## src/sv/rcmm_pkg.sv

```systemverilog
// ----------------------------------------------------------------------------
// rcmm_pkg
// shared field widths and codes of the rod cutting max/min table block
// ----------------------------------------------------------------------------
`default_nettype none

package rcmm_pkg;

  // item field widths
  localparam int KIND_W  = 1;
  localparam int IDX_W   = 4;
  localparam int PRICE_W = 10;
  localparam int ROD_W   = 5;

  // result field widths
  localparam int RKIND_W = 2;
  localparam int TOTAL_W = 15;
  localparam int PIECE_W = 4;

  // common width for length and piece compares
  localparam int CMP_W = ROD_W + 1;

  // item kinds
  localparam logic [KIND_W-1:0] KIND_LOAD = 1'b0;
  localparam logic [KIND_W-1:0] KIND_RUN  = 1'b1;

  // result kinds
  localparam logic [RKIND_W-1:0] RES_TOTALS    = 2'd0;
  localparam logic [RKIND_W-1:0] RES_MAX_PIECE = 2'd1;
  localparam logic [RKIND_W-1:0] RES_MIN_PIECE = 2'd2;

endpackage

`default_nettype wire

```

## src/sv/rcmm_item_if.sv

```systemverilog
// ----------------------------------------------------------------------------
// rcmm_item_if
// input channel: price loads and run requests with valid/ready
// ----------------------------------------------------------------------------
`default_nettype none

interface rcmm_item_if;

  logic                              valid;
  logic                              ready;
  logic [rcmm_pkg::KIND_W-1:0]       kind;
  logic [rcmm_pkg::IDX_W-1:0]        piece_index;
  logic [rcmm_pkg::PRICE_W-1:0]      price_value;
  logic [rcmm_pkg::ROD_W-1:0]        rod_length;

  modport source (
    output valid, kind, piece_index, price_value, rod_length,
    input  ready
  );

  modport sink (
    input  valid, kind, piece_index, price_value, rod_length,
    output ready
  );

endinterface

`default_nettype wire

```

## src/sv/rcmm_result_if.sv

```systemverilog
// ----------------------------------------------------------------------------
// rcmm_result_if
// output channel: totals and cut pieces with valid/ready
// ----------------------------------------------------------------------------
`default_nettype none

interface rcmm_result_if;

  logic                              valid;
  logic                              ready;
  logic [rcmm_pkg::RKIND_W-1:0]      result_kind;
  logic [rcmm_pkg::TOTAL_W-1:0]      max_total;
  logic [rcmm_pkg::TOTAL_W-1:0]      min_total;
  logic [rcmm_pkg::PIECE_W-1:0]      piece_length;
  logic                              last;

  modport source (
    output valid, result_kind, max_total, min_total, piece_length, last,
    input  ready
  );

  modport sink (
    input  valid, result_kind, max_total, min_total, piece_length, last,
    output ready
  );

endinterface

`default_nettype wire

```

## src/sv/rcmm_mem.sv

```systemverilog
// ----------------------------------------------------------------------------
// rcmm_mem
// simple dual port table memory, one write and one registered read per cycle
// ----------------------------------------------------------------------------
`default_nettype none

module rcmm_mem #(
  parameter int DEPTH  = 32,
  parameter int WIDTH  = 38,
  parameter int ADDR_W = 5
) (
  input  wire logic              clk,
  input  wire logic              we,
  input  wire logic [ADDR_W-1:0] waddr,
  input  wire logic [WIDTH-1:0]  wdata,
  input  wire logic              re,
  input  wire logic [ADDR_W-1:0] raddr,
  output logic      [WIDTH-1:0]  rdata
);

  logic [WIDTH-1:0] mem [DEPTH];

  always_ff @(posedge clk) begin
    if (we) begin
      mem[waddr] <= wdata;
    end
  end

  always_ff @(posedge clk) begin
    if (re) begin
      rdata <= mem[raddr];
    end
  end

endmodule

`default_nettype wire

```

## src/sv/rod_cut_max_min_table.sv

```systemverilog
// ----------------------------------------------------------------------------
// rod_cut_max_min_table
// bottom-up rod cutting: highest and lowest total price with both cuts
// ----------------------------------------------------------------------------
// timing: a load is taken in S_IDLE; a run of length n fills the tables length
//   by length, one table read per candidate and one row write per length,
//   then sends the totals and each piece, every piece with a read and a wait
// throughput: one item at a time; no new item is taken until a run's last
//   result is loaded, and the receiver holding off stretches the run
// reset: rst clears control and the price table; the total/choice tables
//   need no clearing since every run writes lengths 1..n before reading them
// ----------------------------------------------------------------------------
`default_nettype none

module rod_cut_max_min_table #(
  parameter int PIECE_KINDS = 10,
  parameter int MAX_ROD     = 31
) (
  input  wire logic      clk,
  input  wire logic      rst,
  rcmm_item_if.sink      item,
  rcmm_result_if.source  result
);

  localparam int P_W    = $clog2(PIECE_KINDS + 1);
  localparam int DEPTH  = MAX_ROD + 1;
  localparam int ADDR_W = $clog2(DEPTH);
  localparam int IDX_AW = (PIECE_KINDS > 1) ? $clog2(PIECE_KINDS) : 1;
  localparam int CW     = rcmm_pkg::CMP_W;
  localparam int TW     = rcmm_pkg::TOTAL_W;
  localparam int SW     = TW + 1;
  localparam int PW     = rcmm_pkg::PRICE_W;
  localparam int RW     = rcmm_pkg::ROD_W;
  localparam int PCW    = rcmm_pkg::PIECE_W;

  // one table row: best totals and first pieces for one rod length
  typedef struct packed {
    logic [TW-1:0]  hi_tot;
    logic [TW-1:0]  lo_tot;
    logic [P_W-1:0] hi_ch;
    logic [P_W-1:0] lo_ch;
  } entry_t;

  localparam int WORD_W = 2 * TW + 2 * P_W;

  // sequencer: fill loop, then totals, then the two cut walks
  typedef enum logic [5:0] {
    S_IDLE      = 6'b000001,
    S_FILL_RD   = 6'b000010,
    S_FILL_WAIT = 6'b000100,
    S_TOT       = 6'b001000,
    S_CUT_RD    = 6'b010000,
    S_CUT_WAIT  = 6'b100000
  } state_t;

  state_t state;

  // price table, one entry per piece length
  logic [PW-1:0] price_table [PIECE_KINDS];

  // run control
  logic [ADDR_W-1:0] n;          // saturated rod length of this run
  logic [ADDR_W-1:0] len;        // length being filled
  logic [P_W-1:0]    p;          // candidate piece whose read is issued
  logic [P_W-1:0]    cand_p;     // candidate whose read data is back
  logic              cand_vld;
  logic              zero_r;     // candidate read hit length zero
  logic [ADDR_W-1:0] walk;       // remaining length during a cut walk
  logic              list_lo;    // walking the minimal cut

  // running best over candidates of the current length
  logic [SW-1:0]     acc_hi;
  logic [SW-1:0]     acc_lo;
  logic [P_W-1:0]    acc_hic;
  logic [P_W-1:0]    acc_loc;

  logic [TW-1:0]     tot_hi;
  logic [TW-1:0]     tot_lo;

  // output register
  logic                       res_valid;
  logic [rcmm_pkg::RKIND_W-1:0] res_kind;
  logic [TW-1:0]              res_max;
  logic [TW-1:0]              res_min;
  logic [PCW-1:0]             res_piece;
  logic                       res_last;

  // memory port signals
  logic              wr_en;
  entry_t            wr_word;
  logic              rd_en;
  logic [ADDR_W-1:0] rd_addr;
  logic [WORD_W-1:0] rd_bits;
  entry_t            rd_word;

  // datapath
  logic              item_xfer;
  logic              out_free;
  logic              res_load;
  logic [ADDR_W-1:0] n_sat;
  logic [CW-1:0]     limit_cw;
  logic              p_is_limit;
  logic [ADDR_W-1:0] rd_addr_fill;
  logic [PW-1:0]     price_sel;
  logic [TW-1:0]     base_hi;
  logic [TW-1:0]     base_lo;
  logic [SW-1:0]     cand_hi;
  logic [SW-1:0]     cand_lo;
  logic              first;
  logic              take_hi;
  logic              take_lo;
  logic [SW-1:0]     new_hi;
  logic [SW-1:0]     new_lo;
  logic [P_W-1:0]    new_hic;
  logic [P_W-1:0]    new_loc;
  logic [P_W-1:0]    ch_sel;
  logic [CW-1:0]     walk_cw;
  logic [CW-1:0]     ch_cw;
  logic [CW-1:0]     piece_cw;
  logic [CW-1:0]     walk_rem;

  // handshakes
  assign item.ready = (state == S_IDLE);
  assign item_xfer  = item.valid && item.ready;
  assign out_free   = !res_valid || result.ready;
  // a totals or piece transfer enters the output register this cycle
  assign res_load   = ((state == S_TOT) || (state == S_CUT_WAIT)) && out_free;

  assign result.valid        = res_valid;
  assign result.result_kind  = res_kind;
  assign result.max_total    = res_max;
  assign result.min_total    = res_min;
  assign result.piece_length = res_piece;
  assign result.last         = res_last;

  // rod lengths past the table saturate
  assign n_sat = (item.rod_length > RW'(MAX_ROD)) ? ADDR_W'(MAX_ROD)
                                                  : ADDR_W'(item.rod_length);

  // candidates run 1..min(len, PIECE_KINDS)
  assign limit_cw   = (CW'(len) < CW'(PIECE_KINDS)) ? CW'(len) : CW'(PIECE_KINDS);
  assign p_is_limit = (CW'(p) == limit_cw);
  assign rd_addr_fill = ADDR_W'(CW'(len) - CW'(p));

  assign rd_en   = (state == S_FILL_RD) || (state == S_CUT_RD);
  assign rd_addr = (state == S_CUT_RD) ? walk : rd_addr_fill;
  assign rd_word = entry_t'(rd_bits);

  // compare one candidate against the running best; ties keep the shorter
  assign price_sel = price_table[IDX_AW'(cand_p - P_W'(1))];
  assign base_hi   = zero_r ? '0 : rd_word.hi_tot;
  assign base_lo   = zero_r ? '0 : rd_word.lo_tot;
  assign cand_hi   = SW'(price_sel) + SW'(base_hi);
  assign cand_lo   = SW'(price_sel) + SW'(base_lo);
  assign first     = (cand_p == P_W'(1));
  assign take_hi   = first || (cand_hi > acc_hi);
  assign take_lo   = first || (cand_lo < acc_lo);
  assign new_hi    = take_hi ? cand_hi : acc_hi;
  assign new_hic   = take_hi ? cand_p  : acc_hic;
  assign new_lo    = take_lo ? cand_lo : acc_lo;
  assign new_loc   = take_lo ? cand_p  : acc_loc;

  // row write once the last candidate of a length is in
  assign wr_en          = (state == S_FILL_WAIT);
  assign wr_word.hi_tot = new_hi[TW-1:0];
  assign wr_word.lo_tot = new_lo[TW-1:0];
  assign wr_word.hi_ch  = new_hic;
  assign wr_word.lo_ch  = new_loc;

  // cut walk: a choice of zero or longer than the rest takes the rest
  assign ch_sel   = list_lo ? rd_word.lo_ch : rd_word.hi_ch;
  assign walk_cw  = CW'(walk);
  assign ch_cw    = CW'(ch_sel);
  assign piece_cw = ((ch_sel == '0) || (ch_cw > walk_cw)) ? walk_cw : ch_cw;
  assign walk_rem = walk_cw - piece_cw;

  rcmm_mem #(
    .DEPTH  (DEPTH),
    .WIDTH  (WORD_W),
    .ADDR_W (ADDR_W)
  ) u_tables (
    .clk   (clk),
    .we    (wr_en),
    .waddr (len),
    .wdata (wr_word),
    .re    (rd_en),
    .raddr (rd_addr),
    .rdata (rd_bits)
  );

  // price loads; out-of-range indexes are dropped
  always_ff @(posedge clk) begin
    if (rst) begin
      for (int i = 0; i < PIECE_KINDS; i++) begin
        price_table[i] <= '0;
      end
    end else if (item_xfer && (item.kind == rcmm_pkg::KIND_LOAD) &&
                 (CW'(item.piece_index) < CW'(PIECE_KINDS))) begin
      price_table[IDX_AW'(item.piece_index)] <= item.price_value;
    end
  end

  always_ff @(posedge clk) begin
    if (rst) begin
      state     <= S_IDLE;
      cand_vld  <= 1'b0;
      res_valid <= 1'b0;
    end else begin
      cand_vld <= (state == S_FILL_RD);

      if (cand_vld) begin
        acc_hi  <= new_hi;
        acc_lo  <= new_lo;
        acc_hic <= new_hic;
        acc_loc <= new_loc;
      end

      if (res_load) begin
        res_valid <= 1'b1;
      end else if (result.ready) begin
        res_valid <= 1'b0;
      end

      unique case (state)
        S_IDLE: begin
          if (item_xfer && (item.kind == rcmm_pkg::KIND_RUN)) begin
            n      <= n_sat;
            tot_hi <= '0;
            tot_lo <= '0;
            len    <= ADDR_W'(1);
            p      <= P_W'(1);
            // a zero length rod only reports zero totals
            state  <= (n_sat == '0) ? S_TOT : S_FILL_RD;
          end
        end

        S_FILL_RD: begin
          cand_p <= p;
          zero_r <= (CW'(len) == CW'(p));
          if (p_is_limit) begin
            state <= S_FILL_WAIT;
          end else begin
            p <= p + P_W'(1);
          end
        end

        S_FILL_WAIT: begin
          // the idle read slot of this state keeps the next length off the row being written
          if (len == n) begin
            tot_hi <= new_hi[TW-1:0];
            tot_lo <= new_lo[TW-1:0];
            state  <= S_TOT;
          end else begin
            len   <= len + ADDR_W'(1);
            p     <= P_W'(1);
            state <= S_FILL_RD;
          end
        end

        S_TOT: begin
          if (out_free) begin
            res_kind  <= rcmm_pkg::RES_TOTALS;
            res_max   <= tot_hi;
            res_min   <= tot_lo;
            res_piece <= '0;
            res_last  <= (n == '0);
            walk      <= n;
            list_lo   <= 1'b0;
            state     <= (n == '0) ? S_IDLE : S_CUT_RD;
          end
        end

        S_CUT_RD: begin
          state <= S_CUT_WAIT;
        end

        S_CUT_WAIT: begin
          if (out_free) begin
            res_kind  <= list_lo ? rcmm_pkg::RES_MIN_PIECE : rcmm_pkg::RES_MAX_PIECE;
            res_max   <= '0;
            res_min   <= '0;
            res_piece <= piece_cw[PCW-1:0];
            res_last  <= list_lo && (walk_rem == '0);
            if (walk_rem == '0) begin
              if (list_lo) begin
                state <= S_IDLE;
              end else begin
                // maximal cut done, walk the minimal cut
                walk    <= n;
                list_lo <= 1'b1;
                state   <= S_CUT_RD;
              end
            end else begin
              walk  <= ADDR_W'(walk_rem);
              state <= S_CUT_RD;
            end
          end
        end

        default: begin
          state <= S_IDLE;
        end
      endcase
    end
  end

endmodule

`default_nettype wire

```

## src/flat_wrapper.sv

```systemverilog
// flat-port wrapper written by rule: the top's interface ports become plain ports
module rod_cut_max_min_table_flat 
#(
  parameter int PIECE_KINDS = 10,
  parameter int MAX_ROD     = 31
)
  (clk, rst, item_valid, item_kind, item_piece_index, item_price_value, item_rod_length, item_ready, result_valid, result_result_kind, result_max_total, result_min_total, result_piece_length, result_last, result_ready);
  rcmm_item_if item_i ();
  rcmm_result_if result_i ();
  input  wire logic clk;
  input  wire logic rst;
  input wire logic [$bits(item_i.valid)-1:0] item_valid;
  input wire logic [$bits(item_i.kind)-1:0] item_kind;
  input wire logic [$bits(item_i.piece_index)-1:0] item_piece_index;
  input wire logic [$bits(item_i.price_value)-1:0] item_price_value;
  input wire logic [$bits(item_i.rod_length)-1:0] item_rod_length;
  output wire logic [$bits(item_i.ready)-1:0] item_ready;
  output wire logic [$bits(result_i.valid)-1:0] result_valid;
  output wire logic [$bits(result_i.result_kind)-1:0] result_result_kind;
  output wire logic [$bits(result_i.max_total)-1:0] result_max_total;
  output wire logic [$bits(result_i.min_total)-1:0] result_min_total;
  output wire logic [$bits(result_i.piece_length)-1:0] result_piece_length;
  output wire logic [$bits(result_i.last)-1:0] result_last;
  input wire logic [$bits(result_i.ready)-1:0] result_ready;
  assign item_i.valid = item_valid;
  assign item_i.kind = item_kind;
  assign item_i.piece_index = item_piece_index;
  assign item_i.price_value = item_price_value;
  assign item_i.rod_length = item_rod_length;
  assign item_ready = item_i.ready;
  assign result_valid = result_i.valid;
  assign result_result_kind = result_i.result_kind;
  assign result_max_total = result_i.max_total;
  assign result_min_total = result_i.min_total;
  assign result_piece_length = result_i.piece_length;
  assign result_last = result_i.last;
  assign result_i.ready = result_ready;
  rod_cut_max_min_table #(.PIECE_KINDS(PIECE_KINDS), .MAX_ROD(MAX_ROD)) u_core (.clk(clk), .rst(rst), .item(item_i), .result(result_i));
endmodule
```

## config.mk

```make
export PLATFORM = sky130hd
export DESIGN_NAME = rod_cut_max_min_table_flat
export DESIGN_NICKNAME = d
export VERILOG_FILES = /design/src/sv/rcmm_pkg.sv /design/src/sv/rcmm_item_if.sv /design/src/sv/rcmm_result_if.sv /design/src/sv/rcmm_mem.sv /design/src/sv/rod_cut_max_min_table.sv /design/src/flat_wrapper.sv
export SDC_FILE = /design/constraint.sdc
export NUM_CORES = 2
export LEC_CHECK = 0
export ABC_AREA = 1
export ABC_CLOCK_PERIOD_IN_PS = 7100
export BUFFER_PORTS_ARGS = -buffer_cell sky130_fd_sc_hd__buf_2
export CAP_MARGIN = 10
export CORE_MARGIN = 3
export CORE_UTILIZATION = 29
export DETAILED_ROUTE_END_ITERATION = 10
export PLACE_DENSITY = 0.48
export SLEW_MARGIN = 0
export SYNTH_ARGS = -nofsm -noshare
export SYNTH_HDL_FRONTEND = slang
export SYNTH_SLANG_ARGS = --single-unit
```

## constraint.sdc

```tcl
create_clock -name clk -period 7.1 [get_ports clk]
set_input_delay 0 -clock clk [delete_from_list [all_inputs] [get_ports clk]]
set_output_delay 0 -clock clk [all_outputs]
set_load 0.01 [all_outputs]
```

# Word level (Yosys, flattened, before mapping)
# Memory sizes are Yosys's and may differ from the RTL's. A register that Yosys moved wholly into a read port is not among the register bits.
# Cells that the tools add are included.
[op_classes] addsub=7 magnitude_cmp=6 eq_ne=19 mux=69 bitwise_logic=2 n_reduce_logical=34
[ops] op="$mux W15" n=10
[ops] op="$pmux W15 S2" n=4
[ops] op="$mux W5" n=13
[ops] op="$mux W4" n=11
[ops] op="$pmux W6 S6" n=1
[ops] op="$add A10 B15 Y16" n=2
[ops] op="$mux W6" n=4
[ops] op="$pmux W5 S2" n=2
[ops] op="$gt A16 B16 Y1" n=1
[ops] op="$lt A16 B16 Y1" n=1
[ops] op="$reduce_and A4 Y1" n=4
[ops] op="$mux W1" n=15
[ops] op="$reduce_and A5 Y1" n=3
[ops] op="$pmux W4 S3" n=1
[ops] op="$logic_not A5 Y1" n=2
[ops] op="$mux W10" n=1
[ops] op="$reduce_or A10 Y1" n=1
[ops] op="$reduce_and A3 Y1" n=3
[ops] op="$ne A2 B1 Y1 const B" n=4
[ops] op="$ne A2 B2 Y1 const B" n=4
[ops] op="$pmux W4 S2" n=1
[ops] op="$eq A4 B6 Y1" n=1
[ops] op="$eq A6 B1 Y1 const B" n=1
[ops] op="$eq A6 B2 Y1 const B" n=1
[ops] op="other kinds (29)" n=46
[totals] register_bits=140 mem_bits_rw=1316 input_bits=24 output_inout_bits=39 wordCells=162 n_memories=2
[mem_list] memory="u_core.u_tables.mem" words=32 width=38 rd=1 rd_ports_with_merged_regs=1 write_ports=1 line="rcmm_mem.sv:21" rtl="logic [WIDTH-1:0] mem [DEPTH];"
[mem_list] memory="u_core.price_table" words=10 width=10 rd=1 rd_ports_with_merged_regs=0 write_ports=10 line="rod_cut_max_min_table.sv:59" rtl="logic [PW-1:0] price_table [PIECE_KINDS];"

# Depth between registers and ports, before layout
[depth] depth_word=9 ltp_mapped=37

# Hierarchy
# From an unflattened synthesis, not the netlist that was laid out.
[hier_totals] hier_cells=5848 hier_area_um2=65881.9
[modules_own_cells] module="rcmm_mem" n_inst=1 cells_each=4190 area_each_um2=50234.4
[modules_own_cells] module="rod_cut_max_min_table" n_inst=1 cells_each=1658 area_each_um2=15647.5

# Worst setup path after synthesis
# OpenSTA, ideal clock, no wires.
[synth_timing] kind="reg-to-reg" from="reg u_core.cand_p[0]" to="reg u_core.acc_hic[0], data pin" t_arrival_ns=6.410 required_ns=6.638 slack_ns=0.228 stages_incl_launch_ff=33 n_path_buf=7 path_cell_list="edfxtp_1 -> buf_2 -> inv_1 -> buf_2 -> clkbuf_1 -> clkbuf_1 -> ha_1 -> inv_1 -> clkbuf_1 -> clkbuf_1 -> o21ai_0 -> o22ai_1 -> nor2_1 -> o21ai_0 -> ha_1 -> a21oi_1 -> inv_1 -> a31oi_1 -> o221ai_1 -> inv_1 -> nand2_1 -> nand2_1 -> nand2_1 -> ha_1 -> nand2_1 -> nor4_1 -> nand2_1 -> nand2_1 -> nand2_1 -> nand2_1 -> inv_1 -> clkbuf_1 -> o21ai_0"
[synth_between] elab_chain_cells=6
[synth_rtl] element="from (decl)" line="rod_cut_max_min_table.sv:65" rtl="logic [P_W-1:0] cand_p;"
[synth_rtl] element="from (signal assigned)" line="rod_cut_max_min_table.sv:238" rtl="cand_p <= p;"
[synth_rtl] element="$sub A4 B1 Y4" line="rod_cut_max_min_table.sv:150" rtl="assign price_sel = price_table[IDX_AW'(cand_p - P_W'(1))];"
[synth_rtl] element="$mem_v2 Z10 W10"
[synth_rtl] element="$add A10 B15 Y16" line="rod_cut_max_min_table.sv:153" rtl="assign cand_hi = SW'(price_sel) + SW'(base_hi);"
[synth_rtl] element="$gt A16 B16 Y1" line="rod_cut_max_min_table.sv:156" rtl="assign take_hi = first || (cand_hi > acc_hi);"
[synth_rtl] element="$logic_or A1 B1 Y1" line="rod_cut_max_min_table.sv:156"
[synth_rtl] element="$mux W4 (*)" line="rod_cut_max_min_table.sv:159" rtl="assign new_hic = take_hi ? cand_p : acc_hic;"
[synth_rtl] element="named net u_core.new_hic[0]" line="rod_cut_max_min_table.sv:114" rtl="logic [P_W-1:0] new_hic;"
[synth_rtl] element="to (signal assigned)" line="rod_cut_max_min_table.sv:214" rtl="acc_hic <= new_hic;"
[synth_rtl] element="to (decl)" line="rod_cut_max_min_table.sv:74" rtl="logic [P_W-1:0] acc_hic;"
# Mark *: on every way through the listed nets, which the timed path passes. The rest lies on a longest branch.
# A chain may end at the register's enable or synchronous reset.

# Worst setup path in the final report
[layout_timing] from="reg u_core.cand_p[0]" to="reg u_core.acc_lo[1], data pin"
[layout_between] elab_chain_cells=6
[layout_rtl] element="$sub A4 B1 Y4" line="rod_cut_max_min_table.sv:150"
[layout_rtl] element="$mem_v2 Z10 W10"
[layout_rtl] element="$add A10 B15 Y16" line="rod_cut_max_min_table.sv:154" rtl="assign cand_lo = SW'(price_sel) + SW'(base_lo);"
[layout_rtl] element="$lt A16 B16 Y1" line="rod_cut_max_min_table.sv:157" rtl="assign take_lo = first || (cand_lo < acc_lo);"
[layout_rtl] element="$logic_or A1 B1 Y1" line="rod_cut_max_min_table.sv:157"
[layout_rtl] element="$mux W15 (*)" line="rod_cut_max_min_table.sv:160" rtl="assign new_lo = take_lo ? cand_lo : acc_lo;"
[layout_rtl] element="to (signal assigned)" line="rod_cut_max_min_table.sv:213" rtl="acc_lo <= new_lo;"
[layout_rtl] element="to (decl)" line="rod_cut_max_min_table.sv:73" rtl="logic [SW-1:0] acc_lo;"
# Mark *: on every way between the ends. The rest lies on a longest branch, timed or not.

==> reports/results.tsv <==
stage	metric	value	unit
drt	routed wl met3	12.1	mm
clock_network	buffer type at the clock tree root	sky130_fd_sc_hd__clkbuf_16	
timing	RSZ-0062 raised after global routing	false	
power_and_ir_drop	total power	25.5	mW
synth	share of Yosys cell area claimed by the top area cell type	71.8	%
global_routing	GRT Util Overall	17.6	%
timing	shortest clock period the worst path allows after layout	6590	ps
synth	Post-synth EDFFs	1546	
global_routing	maximum number of pins on one net before global-route repair	192	
power_and_ir_drop	Max VDD drop	0.000323	V
layout	commonest cells after routing, fill and taps aside	1,546 x sky130_fd_sc_hd__edfxtp_1, 923 x sky130_fd_sc_hd__nor2_1, 419 x sky130_fd_sc_hd__o21ai_0	
floorplanning	area enclosed by the die boundary	229000	sq um
drt	Vias	42200	
placed_design	detailed placer's ending HPWL	111	mm
timing	max_slew headroom	16.6	%
outcome	status	complete, no violations	
layout	area growth from synthesis to layout	15.3	%
timing	maximum clock skew at final layout	50.2	ps
floorplanning	overall die height	478	um
synth	Syn Inst Count	5038	
synth	syn_area_per_cell	12.8	sq um
clock_network	TritonCTS clock tree	built	
clock_network	TritonCTS Buffers	162	
drt	Routed met1 length	92.9	mm
min_path	hold crit path type	primary input to flip-flop	
layout	Non-Filler Cell Area, Final	74600	sq um
drt	DRT iter0 DRCs	4809	
drt	number of detailed-routing iterations run before antenna repair	7	
floorplanning	placeable core region	221000	sq um
timing	Hold Violations, Final	0	
critical_path	Critical Path End Type	flip-flop	
floorplanning	horizontal extent of the die	478	um
clock_network	total number of clock tree sinks	1554	
critical_path	kind of launch point of the worst setup path	flip-flop	
drt	Routed wire per std cell	25.1	um
placed_design	Buffers on Ports	62	
drt	uppermost routed layer	met4	
synth	biggest area consumer among synthesized cells	sky130_fd_sc_hd__edfxtp_1	
synth	cell types occupying the most area after synthesis	sky130_fd_sc_hd__edfxtp_1 72%, sky130_fd_sc_hd__nor2_1 5.5%, sky130_fd_sc_hd__o221ai_1 4.3%	
placed_design	final estimated routing congestion in global placement	0.868	
timing	aggregate negative setup slack	0	ps
layout	most frequent standard cell in the layout excluding fill and tap cells	sky130_fd_sc_hd__edfxtp_1	
drt	number of vias per cell	5.12	
synth	total number of yosys warnings	0	
global_routing	antenna violations before repair	7	
synth	cell area after technology mapping	64700	sq um
placed_design	total placed instance area	69000	sq um
clock_network	H-tree levels	4	
drt	post-route DRC violation count	0	
layout	share of cells above drive strength 1	8.99	%
synth	register bit count reported by yosys	1554	
drt	Routed WL	207	mm
critical_path	critical path data arrival time	7140	ps
clock_network	maximum clock path buffer count	3	
global_routing	global-route wire length before repair	295	mm
power_and_ir_drop	standby leakage power	24.8	nW
floorplanning	Top-Level Pins	63	
layout	number of nets in the finished design	5253	
floorplanning	effective utilization at floorplan	29.3	%
global_routing	via count of the first global-routing pass	40500	
clock_network	clock slew at the register clock pins of the worst setup and hold paths	60	ps
critical_path	critical path fanouts, max	83	
critical_path	Critical Setup Path Class	flip-flop to flip-flop	
drt	post-route antenna net violation count	0	
timing	final setup violation count	0	
synth	most frequently used flop master after synthesis	sky130_fd_sc_hd__edfxtp_1	
min_path	hold-critical path depth	5	
synth	share of the yosys chip area belonging to registers	72.0	%
global_routing	leftover overflow at the end of global routing	0	
drt	met2 wire len	95.2	mm
timing	final max-slew violation count	0	
synth	Synth async-reset ratio	0	%
run	Max Cap Violations	0	
timing	Max Freq	152	MHz
timing	fraction of the cycle the final worst path needs	92.8	%
critical_path	reg2reg path depth	27	
synth	number of distinct library cells after synthesis	49	
timing	actual transition at the worst max-transition pin	1250	ps
critical_path	Required @ worst endpoint	7640	ps
power_and_ir_drop	P per Cell Area	342	nW/um^2
floorplanning	placement row count	172	
clock_network	clock insertion delay at the later pin of the skew report	840	ps
-- sequential cells by signal (all words and copies together) (netlist names), 5 cells and up --
| signal | cells |
|---|---|
| u_core.result.min_total | 15 |
| u_core.len | 5 |
| u_core.acc_hi | 16 |
| u_core.price_table | 160 |
| u_core.result.max_total | 15 |
| u_core.state | 6 |
| u_core.u_tables.mem | 1216 |
| u_core.walk | 5 |
| u_core.u_tables.rdata | 38 |
| u_core.n | 5 |
| u_core.acc_lo | 16 |
| u_core.tot_hi | 15 |
| u_core.tot_lo | 15 |
-- worst max-delay path: stages (launching register included) --
cell and delay, ps:
sky130_fd_sc_hd__edfxtp_1 400, sky130_fd_sc_hd__inv_2 80, sky130_fd_sc_hd__buf_4 640, sky130_fd_sc_hd__nand3_1 250, sky130_fd_sc_hd__inv_1 130, sky130_fd_sc_hd__nand2_1 60, sky130_fd_sc_hd__nand2_1 280, sky130_fd_sc_hd__o21ai_0 270
sky130_fd_sc_hd__o21ai_0 230, sky130_fd_sc_hd__buf_4 190, sky130_fd_sc_hd__ha_1 300, sky130_fd_sc_hd__a21oi_1 270, sky130_fd_sc_hd__o21ai_0 220, sky130_fd_sc_hd__a22oi_1 290, sky130_fd_sc_hd__nand2_1 80, sky130_fd_sc_hd__nand2_1 80
sky130_fd_sc_hd__nand2_1 70, sky130_fd_sc_hd__ha_1 180, sky130_fd_sc_hd__a21oi_1 170, sky130_fd_sc_hd__o21ai_0 110, sky130_fd_sc_hd__a21oi_1 130, sky130_fd_sc_hd__nand2_1 60, sky130_fd_sc_hd__nand2_1 70, sky130_fd_sc_hd__inv_1 280
sky130_fd_sc_hd__or2_2 380, sky130_fd_sc_hd__o21ai_1 510, sky130_fd_sc_hd__clkinvlp_2 260, sky130_fd_sc_hd__buf_4 260
-- area by class of cell --
type	instances	area [sq um]
well taps	2958	3700
clock inverters	86	957
inverters	255	978
flip-flops and latches	1554	46600
multi-input cells	2966	16400
clock buffers	204	4230
fillers	21800	146000
repair buffers	217	1740
repair inverters	1	5.00
diodes	3	7.51
-- worst paths after layout --
path | from | endpoint | slack (ps)
max | u_core.cand_p[0] | u_core.acc_lo[1] | 510
min | result_ready | u_core.result.valid | 150
max reg2reg | u_core.cand_p[0] | u_core.acc_lo[1] | 510
min reg2reg | u_core.p[3] | u_core.cand_p[3] | 500
-- per-layer routing --
layer / track usage (%) / vias to the layer above
li1: - / 18800
met1: 24.6 / 21700
met2: 27.7 / 1439
met3: 2.65 / 322
met4: 6.00 / 0
met5: 0 / -
-- cell families (layout without fill, tap and decap cells) --
| kind of cell | count (synthesis) | in the layout | synth area share (%) |
|---|---|---|---|
| muxes | 1 | 1 | 0.0155 |
| buffers and inverters | 577 | 763 | 3.51 |
| and+or+nand+nor | 1593 | 1593 | 9.96 |
| AOI/OAI and AO/OA | 1219 | 1219 | 12.8 |
| DFF | 1554 | 1554 | 72.0 |
| xor gates and xnor gates | 21 | 21 | 0.296 |
| other | 1 | 63 | 0.00580 |
| adders and majority gates | 72 | 72 | 1.42 |
-- through the flow --
step	hold WS [ps]	utilization, %	std cells	worst slack, ps
after floorplan	79.3	-	5097	228
after global placement	203	31.2	7912	346
after detailed placement	203	31.2	7913	366
after CTS	84.3	33.7	8235	323
after global routing	145	33.8	8242	44.2
final	148	33.8	8244	510
-- where the power goes --
part,switching [mW],internal (mW),leakage [nW]
sequential,0.0993,10.7,14.2
clock,3.70,4.70,2.52
combinational,4.34,1.96,8.11
-- Yosys cell counts, types with 14 or more instances --
library cell	instances
sky130_fd_sc_hd__o221ai_1	315
sky130_fd_sc_hd__o21ai_0	429
sky130_fd_sc_hd__o22ai_1	34
sky130_fd_sc_hd__nand2_1	324
sky130_fd_sc_hd__a21oi_1	58
sky130_fd_sc_hd__buf_1	15
sky130_fd_sc_hd__inv_1	249
sky130_fd_sc_hd__ha_1	70
sky130_fd_sc_hd__nor2_1	956
sky130_fd_sc_hd__o21bai_1	305
sky130_fd_sc_hd__o21a_1	41
sky130_fd_sc_hd__nand3_1	269
sky130_fd_sc_hd__nor3_1	14
sky130_fd_sc_hd__clkbuf_1	245
sky130_fd_sc_hd__xor2_1	14
sky130_fd_sc_hd__edfxtp_1	1546
sky130_fd_sc_hd__buf_2	54
-- timing repair --
action / CTS / global route
endpoints found under the setup margin: 0 / 709
buffers inserted: 0 / 2
resized for setup: 0 / 7
hold buffers: 32 / 0
endpoints found under the hold margin: 167 / 0
Power figures use the tool's default switching activity.
